## src/rtl/core/wbps_pkg.sv

```systemverilog
// Shared types, constants and the byte compare function of the wildcard byte pattern scanner.
package wbps_pkg;

  localparam int unsigned MAX_PATTERN_BYTES = 16;
  localparam int unsigned WINDOW_DEPTH      = 15;
  localparam int unsigned OFFSET_BITS       = 32;
  localparam int unsigned ADDR_BITS         = 48;
  localparam int unsigned LEN_BITS          = 5;
  localparam int unsigned CFG_INDEX_BITS    = 3;
  localparam int unsigned CFG_DATA_BITS     = 64;
  localparam int unsigned IDX_BITS          = $clog2(MAX_PATTERN_BYTES);
  localparam int unsigned CARE_BITS         = MAX_PATTERN_BYTES;

  // Configuration register indexes.
  localparam logic [CFG_INDEX_BITS-1:0] CFG_PATTERN_LOW  = 3'd0;
  localparam logic [CFG_INDEX_BITS-1:0] CFG_PATTERN_HIGH = 3'd1;
  localparam logic [CFG_INDEX_BITS-1:0] CFG_CARE_MASK    = 3'd2;
  localparam logic [CFG_INDEX_BITS-1:0] CFG_PATTERN_LEN  = 3'd3;
  localparam logic [CFG_INDEX_BITS-1:0] CFG_REGION_BASE  = 3'd4;

  typedef struct packed {
    logic [7:0] data_byte;
    logic       last_byte;
  } scan_req_t;

  typedef struct packed {
    logic                 found;
    logic [ADDR_BITS-1:0] match_address;
  } result_req_t;

  // Pattern byte and care flag that apply at one window position.
  typedef struct packed {
    logic [7:0] pat;
    logic       care;
  } pat_sel_t;

  // A position passes when it is a wildcard or the byte equals the pattern byte.
  function automatic logic byte_ok(input logic [7:0] data, input pat_sel_t sel);
    byte_ok = ~sel.care | (data == sel.pat);
  endfunction

endpackage

```

## src/rtl/core/wildcard_byte_pattern_scanner.sv

```systemverilog
// Top level of the wildcard byte pattern scanner: config registers, cell chain, result pipeline.
//
// The scanner takes a memory region one byte per request and compares the newest
// byte plus the fifteen bytes before it with a pattern of up to sixteen bytes, where
// positions whose care bit is clear are wildcards. The first full match in a region
// yields one result with found set and the region base plus the match's start
// offset; after that the block stays quiet until the region's last byte. A region
// that ends with no match yields one result with found clear and address zero. A
// byte is accepted every clock cycle while the output is not stalled: the window is a
// chain of fifteen cells that shift in the same cycle as they compare, so the
// sustained rate is one byte per cycle unless a full result pipeline is stalled.
// A result passes through one stage that forms the match offset and an output
// register that adds the region base. Configuration writes are always ready and
// take effect on the next byte; they are to be made while no result is pending.
module wildcard_byte_pattern_scanner (
  input  logic                                clk_i,
  input  logic                                rst_ni,
  // Byte requests.
  input  logic                                in_valid_i,
  output logic                                in_stall_o,
  input  wbps_pkg::scan_req_t                 in_req_i,
  // Result requests.
  output logic                                out_valid_o,
  input  logic                                out_stall_i,
  output wbps_pkg::result_req_t               out_req_o,
  // Configuration writes.
  input  logic                                cfg_valid_i,
  output logic                                cfg_ready_o,
  input  logic [wbps_pkg::CFG_INDEX_BITS-1:0] cfg_index_i,
  input  logic [wbps_pkg::CFG_DATA_BITS-1:0]  cfg_data_i
);
  import wbps_pkg::*;

  // ---------------------------------------------------------------------------
  // Configuration registers.
  // ---------------------------------------------------------------------------
  logic [63:0]          pat_low_q;
  logic [63:0]          pat_high_q;
  logic [CARE_BITS-1:0] care_q;
  logic [LEN_BITS-1:0]  len_cfg_q;
  logic [ADDR_BITS-1:0] base_q;

  assign cfg_ready_o = 1'b1;

  always_ff @(posedge clk_i or negedge rst_ni) begin
    if (!rst_ni) begin
      pat_low_q  <= '0;
      pat_high_q <= '0;
      care_q     <= '1;
      len_cfg_q  <= LEN_BITS'(1);
      base_q     <= '0;
    end else if (cfg_valid_i && cfg_ready_o) begin
      case (cfg_index_i)
        CFG_PATTERN_LOW:  pat_low_q  <= cfg_data_i[63:0];
        CFG_PATTERN_HIGH: pat_high_q <= cfg_data_i[63:0];
        CFG_CARE_MASK:    care_q     <= cfg_data_i[CARE_BITS-1:0];
        CFG_PATTERN_LEN:  len_cfg_q  <= cfg_data_i[LEN_BITS-1:0];
        CFG_REGION_BASE:  base_q     <= cfg_data_i[ADDR_BITS-1:0];
        default: ;
      endcase
    end
  end

  // Lengths above the pattern capacity act as the full capacity.
  logic [LEN_BITS-1:0] len_eff;
  assign len_eff = (len_cfg_q > LEN_BITS'(MAX_PATTERN_BYTES)) ?
                   LEN_BITS'(MAX_PATTERN_BYTES) : len_cfg_q;

  // ---------------------------------------------------------------------------
  // Per-position pattern selection. Position d holds the byte seen d requests
  // ago; it lines up with pattern byte len-1-d and takes part only when d < len.
  // ---------------------------------------------------------------------------
  logic [8*MAX_PATTERN_BYTES-1:0] pat_flat;
  pat_sel_t                       sel [MAX_PATTERN_BYTES];

  assign pat_flat = {pat_high_q, pat_low_q};

  always_comb begin
    logic [LEN_BITS-1:0] k;
    logic                in_use;
    for (int d = 0; d < MAX_PATTERN_BYTES; d++) begin
      k          = len_eff - LEN_BITS'(1) - LEN_BITS'(d);
      in_use     = LEN_BITS'(d) < len_eff;
      sel[d].pat  = pat_flat[8*k[IDX_BITS-1:0] +: 8];
      sel[d].care = in_use & care_q[k[IDX_BITS-1:0]];
    end
  end

  // ---------------------------------------------------------------------------
  // Window: the newest byte is compared straight from the request, the older
  // ones from the cell chain.
  // ---------------------------------------------------------------------------
  logic                         in_fire;
  logic                         region_end;
  logic [7:0]                   chain [WINDOW_DEPTH+1];
  logic [MAX_PATTERN_BYTES-1:0] pos_hit;

  assign in_fire    = in_valid_i & ~in_stall_o;
  assign region_end = in_fire & in_req_i.last_byte;
  assign chain[0]   = in_req_i.data_byte;
  assign pos_hit[0] = byte_ok(in_req_i.data_byte, sel[0]);

  for (genvar c = 0; c < WINDOW_DEPTH; c++) begin : g_cell
    wbps_cell u_cell (
      .clk_i   (clk_i),
      .rst_ni  (rst_ni),
      .shift_i (in_fire),
      .clear_i (region_end),
      .byte_i  (chain[c]),
      .sel_i   (sel[c+1]),
      .byte_o  (chain[c+1]),
      .hit_o   (pos_hit[c+1])
    );
  end

  // ---------------------------------------------------------------------------
  // Region tracking: saturating byte count and the reported flag.
  // ---------------------------------------------------------------------------
  logic [OFFSET_BITS-1:0] count_q, count_d, count_inc;
  logic                   reported_q, reported_d;
  logic                   enough, hit, emit;

  assign count_inc = (count_q == '1) ? count_q : count_q + OFFSET_BITS'(1);
  assign enough    = (len_eff != '0) && (count_inc >= OFFSET_BITS'(len_eff));
  assign hit       = ~reported_q & enough & (&pos_hit);
  assign emit      = hit | (in_req_i.last_byte & ~reported_q);

  always_comb begin
    count_d    = count_q;
    reported_d = reported_q;
    if (in_fire) begin
      if (in_req_i.last_byte) begin
        count_d    = '0;
        reported_d = 1'b0;
      end else begin
        count_d    = count_inc;
        reported_d = reported_q | hit;
      end
    end
  end

  always_ff @(posedge clk_i or negedge rst_ni) begin
    if (!rst_ni) begin
      count_q    <= '0;
      reported_q <= 1'b0;
    end else begin
      count_q    <= count_d;
      reported_q <= reported_d;
    end
  end

  // ---------------------------------------------------------------------------
  // Result pipeline. Stage one holds found and the start offset; the output
  // register adds the region base. A stage takes new data when it is empty or
  // its contents move on in the same cycle.
  // ---------------------------------------------------------------------------
  logic                   s1_valid_q, s1_valid_d;
  logic                   s1_found_q;
  logic [OFFSET_BITS-1:0] s1_offset_q;
  logic                   out_valid_q, out_valid_d;
  result_req_t            out_req_q;
  logic                   out_free, s1_free, s1_adv;

  assign out_free   = ~out_valid_q | ~out_stall_i;
  assign s1_adv     = s1_valid_q & out_free;
  assign s1_free    = ~s1_valid_q | out_free;
  assign in_stall_o = ~s1_free;

  assign s1_valid_d  = s1_free ? (in_fire & emit) : s1_valid_q;
  assign out_valid_d = out_free ? s1_valid_q : out_valid_q;

  always_ff @(posedge clk_i or negedge rst_ni) begin
    if (!rst_ni) begin
      s1_valid_q  <= 1'b0;
      out_valid_q <= 1'b0;
    end else begin
      s1_valid_q  <= s1_valid_d;
      out_valid_q <= out_valid_d;
    end
  end

  always_ff @(posedge clk_i) begin
    if (in_fire && emit) begin
      s1_found_q  <= hit;
      s1_offset_q <= hit ? (count_inc - OFFSET_BITS'(len_eff)) : '0;
    end
    if (s1_adv) begin
      out_req_q.found         <= s1_found_q;
      out_req_q.match_address <= s1_found_q ? (base_q + ADDR_BITS'(s1_offset_q)) : '0;
    end
  end

  assign out_valid_o = out_valid_q;
  assign out_req_o   = out_req_q;

endmodule

```

## src/rtl/core/wbps_cell.sv

```systemverilog
// One window cell: holds one past byte, hands it to the next cell and compares it.
module wbps_cell (
  input  logic                 clk_i,
  input  logic                 rst_ni,
  input  logic                 shift_i,
  input  logic                 clear_i,
  input  logic [7:0]           byte_i,
  input  wbps_pkg::pat_sel_t   sel_i,
  output logic [7:0]           byte_o,
  output logic                 hit_o
);
  import wbps_pkg::*;

  logic [7:0] byte_q, byte_d;

  always_comb begin
    byte_d = byte_q;
    if (clear_i) begin
      byte_d = 8'd0;
    end else if (shift_i) begin
      byte_d = byte_i;
    end
  end

  always_ff @(posedge clk_i or negedge rst_ni) begin
    if (!rst_ni) begin
      byte_q <= 8'd0;
    end else begin
      byte_q <= byte_d;
    end
  end

  assign byte_o = byte_q;
  assign hit_o  = byte_ok(byte_q, sel_i);

endmodule

```

## config.mk

```make
export PLATFORM = sky130hd
export DESIGN_NAME = wildcard_byte_pattern_scanner
export DESIGN_NICKNAME = d
export VERILOG_FILES = /design/src/rtl/core/wbps_pkg.sv /design/src/rtl/core/wildcard_byte_pattern_scanner.sv /design/src/rtl/core/wbps_cell.sv
export SDC_FILE = /design/constraint.sdc
export NUM_CORES = 1
export LEC_CHECK = 0
export BUFFER_PORTS_ARGS = -buffer_cell sky130_fd_sc_hd__buf_4
export CORE_ASPECT_RATIO = 0.7
export CORE_MARGIN = 10
export CORE_UTILIZATION = 50
export CTS_CLUSTER_DIAMETER = 120
export DETAILED_ROUTE_END_ITERATION = 10
export GPL_TIMING_DRIVEN = 0
export PLACE_DENSITY = 0.67
export RECOVER_POWER = 25
export SYNTH_ARGS = -nofsm -noshare
export SYNTH_HDL_FRONTEND = slang
export SYNTH_SLANG_ARGS = --single-unit
```

## constraint.sdc

```tcl
create_clock -name clk_i -period 17.7 [get_ports clk_i]
set_clock_uncertainty 0.2 [all_clocks]
set_input_delay 0.885 -clock clk_i [delete_from_list [all_inputs] [get_ports clk_i]]
set_output_delay 0.885 -clock clk_i [all_outputs]
set_load 0.05 [all_outputs]
```

## Yosys cells after proc, flatten, opt, wreduce, memory -nomap -nowiden

Cells that the tools add are included.

- Register bits after elaboration: 434
- Word-level logic and storage cells: 259
- Output and inout bits: 52
- Input port bits: 81

- Equality and inequality tests: 21
- Muxes and demuxes: 66
- Order comparisons: 34
- Bitwise gates (word level): 64
- Shifts and indexed selects: 16
- Reduce and logical (&&, ||, !) cells: 11
- $add $sub $neg: 19

Operator list:

| operator | count |
|---|---|
| $shiftx 128x8->8 | 16 |
| $mux 8 | 30 |
| $eq 8x8->1 | 16 |
| $lt 4x5->1 const B | 16 |
| $bmux 1 s4 | 16 |
| $mux 32 | 2 |
| $add 48x32->48 | 1 |
| $lt 4x5->1 const A | 8 |
| $add 32x1->32 const B | 1 |
| $eq 32x32->1 const B | 1 |
| $ge 32x5->1 | 1 |
| $sub 32x5->32 | 1 |
| $sub 4x4->4 const B | 8 |
| $and 1x1->1 | 23 |
| $not 1->1 | 21 |
| $lt 3x5->1 const A | 4 |
| $or 1x1->1 | 20 |
| $mux 1 | 17 |
| $reduce_and 16->1 | 1 |
| $sub 4x3->4 const B | 4 |
| $lt 1x5->1 const A | 2 |
| $lt 2x5->1 const A | 2 |
| $reduce_and 2->1 | 5 |
| $sub 4x1->4 const B | 2 |
| other kinds (10) | 13 |

## Longest topological paths before layout

Gate-level depths: netlist (run 1).

- Depth in word-level cells: 13
- Depth in mapped cells: 28

## Hierarchy

Synthesis (run 1) repeated with hierarchy kept, for this count alone.

- Cell total of the unflattened synthesis: 2,638
- Area total of the unflattened synthesis: 29,196.8 um^2

Modules (own cells, without submodules):

| module | times used | area each (um^2) | cells an instance | seq. area each (um^2) |
|---|---|---|---|---|
| wildcard_byte_pattern_scanner | 1 | 23,003.3 | 2,083 | 8,289.2 |
| wbps_cell | 15 | 412.9 | 37 | 200.2 |

## Worst setup path after synthesis (run 1)

Ideal clock, no wire load.

- Path kind: register to register
- From: reg len_cfg_q[1]
- To: reg s1_found_q (enable)
- Period minus slack after synthesis: 7,825 ps
- Library setup time: 434 ps
- Data required time: 17,066 ps
- Buffers on the path: 8
- Path slack: 9,875 ps
- Arrival: 7,190 ps
- Cell stages (with the launch flop): 24
- Cell sequence: dfrtp_1 clkbuf_1 nand2b_1 clkbuf_1 buf_1 ha_1 buf_2 inv_2 buf_2 buf_1 ha_1 buf_2 inv_2 o22ai_1 a211oi_2 xnor2_2 buf_6 mux4_2 xor2_1 nor4_1 a31oi_1 nor3_2 nand3_4 a21oi_1

- Cells in the longest elaborated chain, start to end: 13
- Elaborated cells on any way between the ends: 154
- Classes of those cells: 16 x add/sub; 18 x order compare; 16 x eq/ne; 16 x shift; 33 x mux; 51 x bitwise; 4 x reduce/logical

RTL lines:

| item | line | RTL |
|---|---|---|
| from (decl) | wildcard_byte_pattern_scanner.sv:40 | `logic [LEN_BITS-1:0] len_cfg_q;` |
| from (signal assigned) | wildcard_byte_pattern_scanner.sv:57 | `CFG_PATTERN_LEN: len_cfg_q <= cfg_data_i[LEN_BITS-1:0];` |
| $gt 5x5->1 | wildcard_byte_pattern_scanner.sv:66 | `assign len_eff = (len_cfg_q > LEN_BITS'(MAX_PATTERN_BYTES)) ?` |
| $mux 5 * | wildcard_byte_pattern_scanner.sv:66 |  |
| branches (longest 8 deep; another with $sub 4x1->4) | -- |  |
| $and 1x1->1 * | wildcard_byte_pattern_scanner.sv:125 | `assign hit = ~reported_q & enough & (&pos_hit);` |
| $or 1x1->1 * | wildcard_byte_pattern_scanner.sv:126 | `assign emit = hit \| (in_req_i.last_byte & ~reported_q);` |
| $logic_and 1x1->1 * | wildcard_byte_pattern_scanner.sv:183 | `if (in_fire && emit) begin` |
| to (signal assigned) | wildcard_byte_pattern_scanner.sv:184 | `s1_found_q <= hit;` |
| to (decl) | wildcard_byte_pattern_scanner.sv:158 | `logic s1_found_q;` |

Every way passes the cells marked *. The select of a mux whose other input is x is not followed.
A chain may end at the register's enable or synchronous reset.

## Worst setup path in the final report (run 1)

- From: reg len_cfg_q[4]
- To: reg s1_offset_q[29] (enable)

- Cells in the longest elaborated chain, start to end: 13
- Elaborated cells on any way between the ends: 154
- Classes of those cells: 16 x add/sub; 18 x order compare; 16 x eq/ne; 16 x shift; 33 x mux; 51 x bitwise; 4 x reduce/logical

RTL lines:

| item | line | RTL |
|---|---|---|
| $gt 5x5->1 | wildcard_byte_pattern_scanner.sv:66 |  |
| $mux 5 * | wildcard_byte_pattern_scanner.sv:66 |  |
| branches (longest 8 deep; another with $sub 4x1->4) | -- |  |
| $and 1x1->1 * | wildcard_byte_pattern_scanner.sv:125 |  |
| $or 1x1->1 * | wildcard_byte_pattern_scanner.sv:126 |  |
| $logic_and 1x1->1 * | wildcard_byte_pattern_scanner.sv:183 |  |
| to (signal assigned) | wildcard_byte_pattern_scanner.sv:185 | `s1_offset_q <= hit ? (count_inc - OFFSET_BITS'(len_eff)) : '0;` |
| to (decl) | wildcard_byte_pattern_scanner.sv:159 | `logic [OFFSET_BITS-1:0] s1_offset_q;` |

Marked as above.

==> results of run 1 <==
power by group through the flow:
stage | clock network, mW | logic (mW) | registers [mW]
floorplan | 0 | 2.11 | 1.31
global placement | 0 | 3.18 | 1.36
detailed placement | 0 | 3.20 | 1.36
CTS | 0.988 | 3.23 | 1.35
global route | 1.03 | 3.51 | 1.36
finish | 0.983 | 3.41 | 1.37
area by class of cell:
type,instances,area (µm²),area share
Multi-Input combinational cell,2202,17900,0.528
Sequential cell,434,11300,0.334
Clock buffer,65,1340,0.0395
Timing Repair Buffer,136,1080,0.0320
Tap cell,808,1010,0.0299
Buffer,196,911,0.0269
Clock inverter,18,158,0.00466
Inverter,42,158,0.00466
flip-flops by register name, indices dropped and copies added (netlist names), 5 cells and up:
name                  flops
g_cell.u_cell.byte_o    120
care_q                   16
base_q                   48
len_cfg_q                 5
s1_offset_q              32
count_q                  32
pat_high_q               64
pat_low_q                64
out_req_o                49
through the flow:
stage | cell area (µm²) | setup slack, ns | util | instances | total power [mW]
3_3_place_gp | 32200 | 6.19 | 0.538 | 3813 | 4.54
4_1_cts | 33900 | 8.00 | 0.565 | 3901 | 5.56
3_5_place_dp | 32400 | 8.03 | 0.541 | 3818 | 4.57
2_1_floorplan | 30200 | 9.88 | - | 2874 | 3.42
5_1_grt | 33800 | 8.02 | 0.565 | 3901 | 5.91
6_report | 33800 | 8.09 | 0.565 | 3901 | 5.76
layout by cell type (no fill, tap or decap), drive strengths merged, types with 9 or more instances in the layout:
cell	synthesis	final
dfrtp	335	335
mux2i	334	334
nand2	238	238
o21ai	226	226
buf	72	204
mux2	203	203
clkbuf	124	193
nand2b	134	134
nor2	128	128
xnor2	124	124
mux4	99	99
xor2	97	97
edfxtp	82	82
a21oi	67	67
ha	50	50
inv	42	46
nand4	33	33
and2	33	33
a21o	29	29
nand3	27	27
a22oi	26	26
nor3	25	25
o22ai	24	24
nor2b	21	21
and3	21	21
a2bb2oi	20	20
nor3b	18	18
a31oi	17	17
dfstp	17	17
or3	16	16
o211ai	16	16
a21boi	14	14
a211oi	13	13
nor4	12	12
o22a	11	11
a22o	11	11
clkinv	0	11
o31ai	10	10
a221oi	9	9
cells in the mapped netlist, types with 50 or more instances:
cell type	instances	share of area
sky130_fd_sc_hd__clkbuf_1	124	0.015
sky130_fd_sc_hd__xnor2_1	121	0.035
sky130_fd_sc_hd__mux2_2	203	0.076
sky130_fd_sc_hd__nand2_1	238	0.030
sky130_fd_sc_hd__mux2i_1	334	0.11
sky130_fd_sc_hd__a21oi_1	66	0.011
sky130_fd_sc_hd__nor2_1	128	0.016
sky130_fd_sc_hd__xor2_1	97	0.028
sky130_fd_sc_hd__o21ai_0	225	0.037
sky130_fd_sc_hd__dfrtp_1	335	0.28
sky130_fd_sc_hd__edfxtp_1	82	0.082
sky130_fd_sc_hd__nand2b_1	134	0.028
sky130_fd_sc_hd__ha_1	50	0.021
sky130_fd_sc_hd__mux4_2	99	0.074
worst paths after layout:
path / endpoint / startpoint / slack, ns
min in group asynchronous: base_q[38] / rst_ni / 1.38
worst min-delay path: out_valid_o / s1_valid_q / 0.28
worst min register to register: out_valid_o / s1_valid_q / 0.28
worst max register to register: s1_offset_q[29] / len_cfg_q[4] / 8.09
worst max-delay path: s1_offset_q[29] / len_cfg_q[4] / 8.09
max in group asynchronous: care_q[2] / rst_ni / 10.59
worst max-delay path: cells and delay by family, from the launching register on:
kind | cells | cell delay [ns]
DFF | 1 | 0.70
muxes | 2 | 1.06
and+or+nand+nor | 5 | 1.05
buffers and inverters | 10 | 4.11
AOI/OAI and AO/OA | 4 | 1.18
adders and majority gates | 2 | 0.76
xor gates and xnor gates | 1 | 0.14
layer usage:
layer  vias up  global-route usage  share of wire
met5         -                   0        0.00045
met4         8              0.0845          0.029
met3       270               0.179           0.16
met2      1668               0.487           0.39
met1     13200               0.507           0.43
li1      10900                   -              -
cell families after synthesis:
logic type / count (synthesis)
AND/OR/NAND/NOR: 738
flip-flops: 434
other: 1
multiplexers: 636
adder cells (fa/ha/maj): 52
AO/OA/AOI/OAI: 554
buffers and inverters: 238
XOR/XNOR: 221
==> impl_metrics.json, run 1 <==
{
  "initial_utilization": 0.505,
  "p_sw_mw": 2.76,
  "synth_enable_flop_cells": 82,
  "clock_path_buffers": 3,
  "syn_nets": 3007,
  "groute.usage.overall": 0.361,
  "grt_max_degree": 113,
  "timing.reg2reg.worst_path_depth": 24,
  "core_area_um2": 59900,
  "critical_path.cell_chain": "nand2b_1 -> clkbuf_1 -> clkbuf_2 -> ha_1 -> buf_2 -> inv_2 -> buf_2 -> buf_1 -> ha_1 -> buf_2 -> inv_2 -> o211ai_4 -> buf_4 -> mux2i_1 -> a21oi_1 -> mux2i_1 -> xor2_1 -> nor3_1 -> nand4_1 -> o31ai_1 -> and4_1 -> nand3_4 -> a21oi_4 -> buf_16",
  "dominantRegCellSynth": "sky130_fd_sc_hd__dfrtp_1",
  "drt_pass1_iterations": 6,
  "maxClockFrequency_mhz": 104,
  "critical_path_class": "flip-flop to flip-flop",
  "rsz0062_at_grt": "false",
  "die_width_um": 314,
  "num_antenna_cells": 0,
  "grt_overflow_total": 0,
  "ctsHoldBuffers": 0,
  "synth-async-reset-ratio": 0.811,
  "antenna_violations_before_repair": 8,
  "worst_ir_drop_vdd_mv": 0.104,
  "slew_viol_final": 165,
  "power_density_nw_per_um2": 170,
  "drt-vias-per-instance": 6.69,
  "post_synth_xor_area_fraction": 0.0652,
  "detail_route.drc_violations": 0,
  "combinational_family_with_the_most_area_after_synthesis": "multiplexers",
  "post_synth_instance_area_um2": 30200,
  "pwr-share-clk": 0.171,
  "cp_max_fo": 17,
  "ctsHtreeMaxLevel": 2,
  "post_synthesis_mux_area_share": 0.260,
  "final_hold_vio_count": 0,
  "max-cap-violations": 3,
  "synth-compound-area-share": 0.118,
  "floorplan.rows": 75,
  "post_synth_num_cell_types": 85,
  "cell_at_the_root_of_the_clock_tree": "sky130_fd_sc_hd__clkbuf_16",
  "nFillCells": 5145,
  "synthAdderAreaFrac": 0.0220,
  "tritoncts": "yes",
  "critical_path.most_common_cell": "sky130_fd_sc_hd__buf_2",
  "resize_count_post_cts": 0,
  "top_level_ports": 133,
  "crit_path_start_kind": "flip-flop",
  "p_leak_nw": 14.2,
  "global_route_wire_length_before_repair_um": 184000,
  "synth_cells": 2874,
  "power_frac_seq": 0.237,
  "ys_warn_count": 0,
  "timing.critical_path.to_type": "flip-flop",
  "drive_above_1_share": 0.198,
  "syn_area_per_cell_um2": 10.5,
  "place_congestion": 1.12,
  "drtIter0Drc": 3795,
  "tritoncts.num_buffers": 45,
  "violations": "capacitance limit, slew limit",
  "tightestPinTransition_ns": 4.16,
  "worst_slew_margin_rel": -1.80,
  "slowest_delay_ns": 0.82,
  "setup_tns_ns": 0,
  "crit_path_top_delay_cell": "sky130_fd_sc_hd__buf_1",
  "register_bit_total_from_synthesis": 434,
  "detailroute.via_count": 26100,
  "port_buffers": 131,
  "timing.hold.worst_path_depth": 1,
  "finalSetupViolations": 0,
  "required_time_at_the_endpoint_of_the_critical_path_ns": 17.79,
  "hold_ws_ns": 0.279,
  "die_footprint_um2": 70800,
  "area_growth_pct": 11.9,
  "design.final.nets": 3190,
  "numClockSinks": 434,
  "wl_per_cell_um": 33.5,
  "internal_power_mw": 3.00,
  "cp_data_arrival_time_ns": 9.69,
  "grt_pass1_vias": 25000,
  "holdCritPathClass": "flip-flop to flip-flop",
  "worst_setup_hold_path_clk_slew_ns": 0.06,
  "dp_hpwl_um": 104000,
  "post-route-min-period_ns": 9.61,
  "drtAntennaViolNets": 0,
  "fp.dieH_um": 226,
  "relative_contribution_of_combinational_cells_to_total_power": 0.592,
  "synth_simple_gate_area_share": 0.125,
  "power_switching_share": 0.479,
  "min_period_over_period": 0.543,
  "status": "complete, but fails checks",
  "postCtsSetupRepairBufs": 0,
  "clock_insertion_delay_worst_skew_ns": 0.61,
  "routed_wl_um": 131000,
  "yosysSeqAreaShare": 0.374
}
Power figures use the tool's default switching activity.
==> run 2: changes to the inputs <==
clock period = 9.3 ns   (was 17.7 ns; I/O delays follow)
==> run 2 against run 1 <==
Compared with the run above:
- the flow still finishes with violations (capacitance limit, slew limit)
- critical endpoint unchanged
- design area grew 1.7%
- largest cell class unchanged
- utilization grew 0.97 points
- hold slack lost 0.25 ns
- total power grew 91%
- largest power group unchanged
==> impl_metrics.json, run 2 (same netlist as run 1, synthesis figures left out) <==
{
  "cp_max_fo": 16,
  "mostFrequentLayoutCell": "sky130_fd_sc_hd__dfrtp_1",
  "final_hold_vio_count": 0,
  "min_period_over_period": 0.976,
  "floorplan.rows": 75,
  "finalSetupViolations": 0,
  "clock_insertion_delay_worst_skew_ns": 0.61,
  "drt_pass1_iterations": 6,
  "numClockSinks": 434,
  "p_leak_nw": 14.3,
  "fp.dieH_um": 226,
  "power_density_nw_per_um2": 320,
  "hold_ws_ns": 0.0312,
  "global_route_wire_length_before_repair_um": 186000,
  "die_footprint_um2": 70800,
  "port_buffers": 131,
  "post-route-min-period_ns": 9.07,
  "detailroute.via_count": 26500,
  "worst_setup_hold_path_clk_slew_ns": 0.06,
  "cp_data_arrival_time_ns": 9.17,
  "maxClockFrequency_mhz": 110,
  "drtIter0Drc": 3882,
  "drtAntennaViolNets": 0,
  "slowest_delay_ns": 0.77,
  "status": "complete, but fails checks",
  "groute.usage.overall": 0.364,
  "violations": "capacitance limit, slew limit",
  "slew_viol_final": 165,
  "crit_path_start_kind": "flip-flop",
  "grt_overflow_total": 0,
  "grt_pass1_vias": 25400,
  "total_power_mw": 11.0,
  "core_area_um2": 59900,
  "worstPathBufferInverterCount": 9,
  "cell_at_the_root_of_the_clock_tree": "sky130_fd_sc_hd__clkbuf_16",
  "ctsHtreeMaxLevel": 2,
  "die_width_um": 314,
  "timing.critical_path.to_type": "flip-flop",
  "wl_per_cell_um": 33.2,
  "area_growth_pct": 13.8,
  "required_time_at_the_endpoint_of_the_critical_path_ns": 9.40,
  "critical_path.cell_chain": "nand2b_1 -> clkbuf_1 -> clkdlybuf4s18_2 -> ha_1 -> xnor2_1 -> buf_6 -> buf_2 -> buf_2 -> ha_1 -> clkbuf_1 -> inv_1 -> clkbuf_2 -> mux4_2 -> mux2i_1 -> xor2_1 -> nor3_1 -> nand4_1 -> o31ai_1 -> and4_1 -> nand3_4 -> buf_6 -> nor2_1",
  "mostFrequentLayoutCells": "sky130_fd_sc_hd__dfrtp_1, sky130_fd_sc_hd__mux2i_1, sky130_fd_sc_hd__nand2_1",
  "grt_max_degree": 113,
  "initial_utilization": 0.505,
  "max-cap-violations": 3,
  "tritoncts.num_buffers": 45,
  "clock_path_buffers": 3,
  "detail_route.drc_violations": 0,
  "crit_path_top_delay_cell": "sky130_fd_sc_hd__clkdlybuf4s18_2",
  "setup_tns_ns": 0,
  "critical-path-top-delay-family": "buffers and inverters",
  "dp_hpwl_um": 104000,
  "tightestPinTransition_ns": 4.10,
  "critical_path_class": "flip-flop to flip-flop",
  "top_level_ports": 133,
  "drive_above_1_share": 0.178,
  "routed_wl_um": 132000,
  "place_congestion": 1.12,
  "worst_ir_drop_vdd_mv": 0.206,
  "largest_register_ffs": 120,
  "drt-vias-per-instance": 6.67,
  "design.final.nets": 3264,
  "rsz0062_at_grt": "false",
  "worst_slew_margin_rel": -1.73,
  "holdCritPathClass": "input port to flip-flop",
  "antenna_violations_before_repair": 9,
  "tritoncts": "yes"
}
run 2: cell types whose count changed in the layout (fill, tap and decap cells not counted), moves of 2 or more:
cell                            change
sky130_fd_sc_hd__buf_4             -50
sky130_fd_sc_hd__clkbuf_1          +50
sky130_fd_sc_hd__diode_2            +2
sky130_fd_sc_hd__dlygate4sd3_1     +73
run 2: final cells by class:
type,count,area [µm²]
Sequential cell,434,11300
Fill cell,5123,25500
Buffer,196,917
Clock inverter,18,158
Inverter,42,158
Clock buffer,65,1340
Multi-Input combinational cell,2202,17900
Timing Repair Buffer,210,1650
Antenna cell,2,5.00
Tap cell,808,1010
run 2: repair_timing:
item,4_1_cts,5_1_grt
endpoints found under the hold margin,250,0
buffers inserted,0,1
cloned,0,0
hold buffers,73,0
pin swaps,0,1
endpoints found under the setup margin,39,44
gates resized for setup,2,7
run 2: where the power goes:
group | leakage, nW | internal [mW] | switching [mW]
combinational | 8.32 | 2.45 | 4.08
sequential | 5.28 | 2.20 | 0.396
clock | 0.739 | 1.06 | 0.805
total | 14.3 | 5.71 | 5.28
run 2: routing by layer:
layer,track usage,vias up,routed length (µm)
met3,0.179,262,20600
met5,0,-,44
met4,0.0867,6,3850
li1,-,11100,-
met2,0.496,1715,51700
met1,0.508,13500,55900
run 2: final timing paths:
path	startpoint	slack, ns	to	cells after the start
max reg2reg	len_cfg_q[4]	0.23	s1_offset_q[29]	22
min	cfg_data_i[2]	0.03	base_q[2]	2
max in group asynchronous	rst_ni	2.02	g_cell[7].u_cell.byte_o[6]	5
min in group asynchronous	rst_ni	1.53	base_q[38]	2
min reg2reg	s1_valid_q	0.28	out_valid_o	1
max	len_cfg_q[4]	0.23	s1_offset_q[29]	22
run 2: stage by stage:
step | cell area [µm²] | cells | setup WS [ns] | utilization
after floorplan | 30200 | 2874 | 1.48 | -
after global placement | 32200 | 3813 | -2.21 | 0.538
after detailed placement | 32400 | 3818 | -0.372 | 0.541
after CTS | 34600 | 3974 | 0.0511 | 0.578
after global routing | 34400 | 3975 | 0.127 | 0.574
final | 34400 | 3977 | 0.226 | 0.574
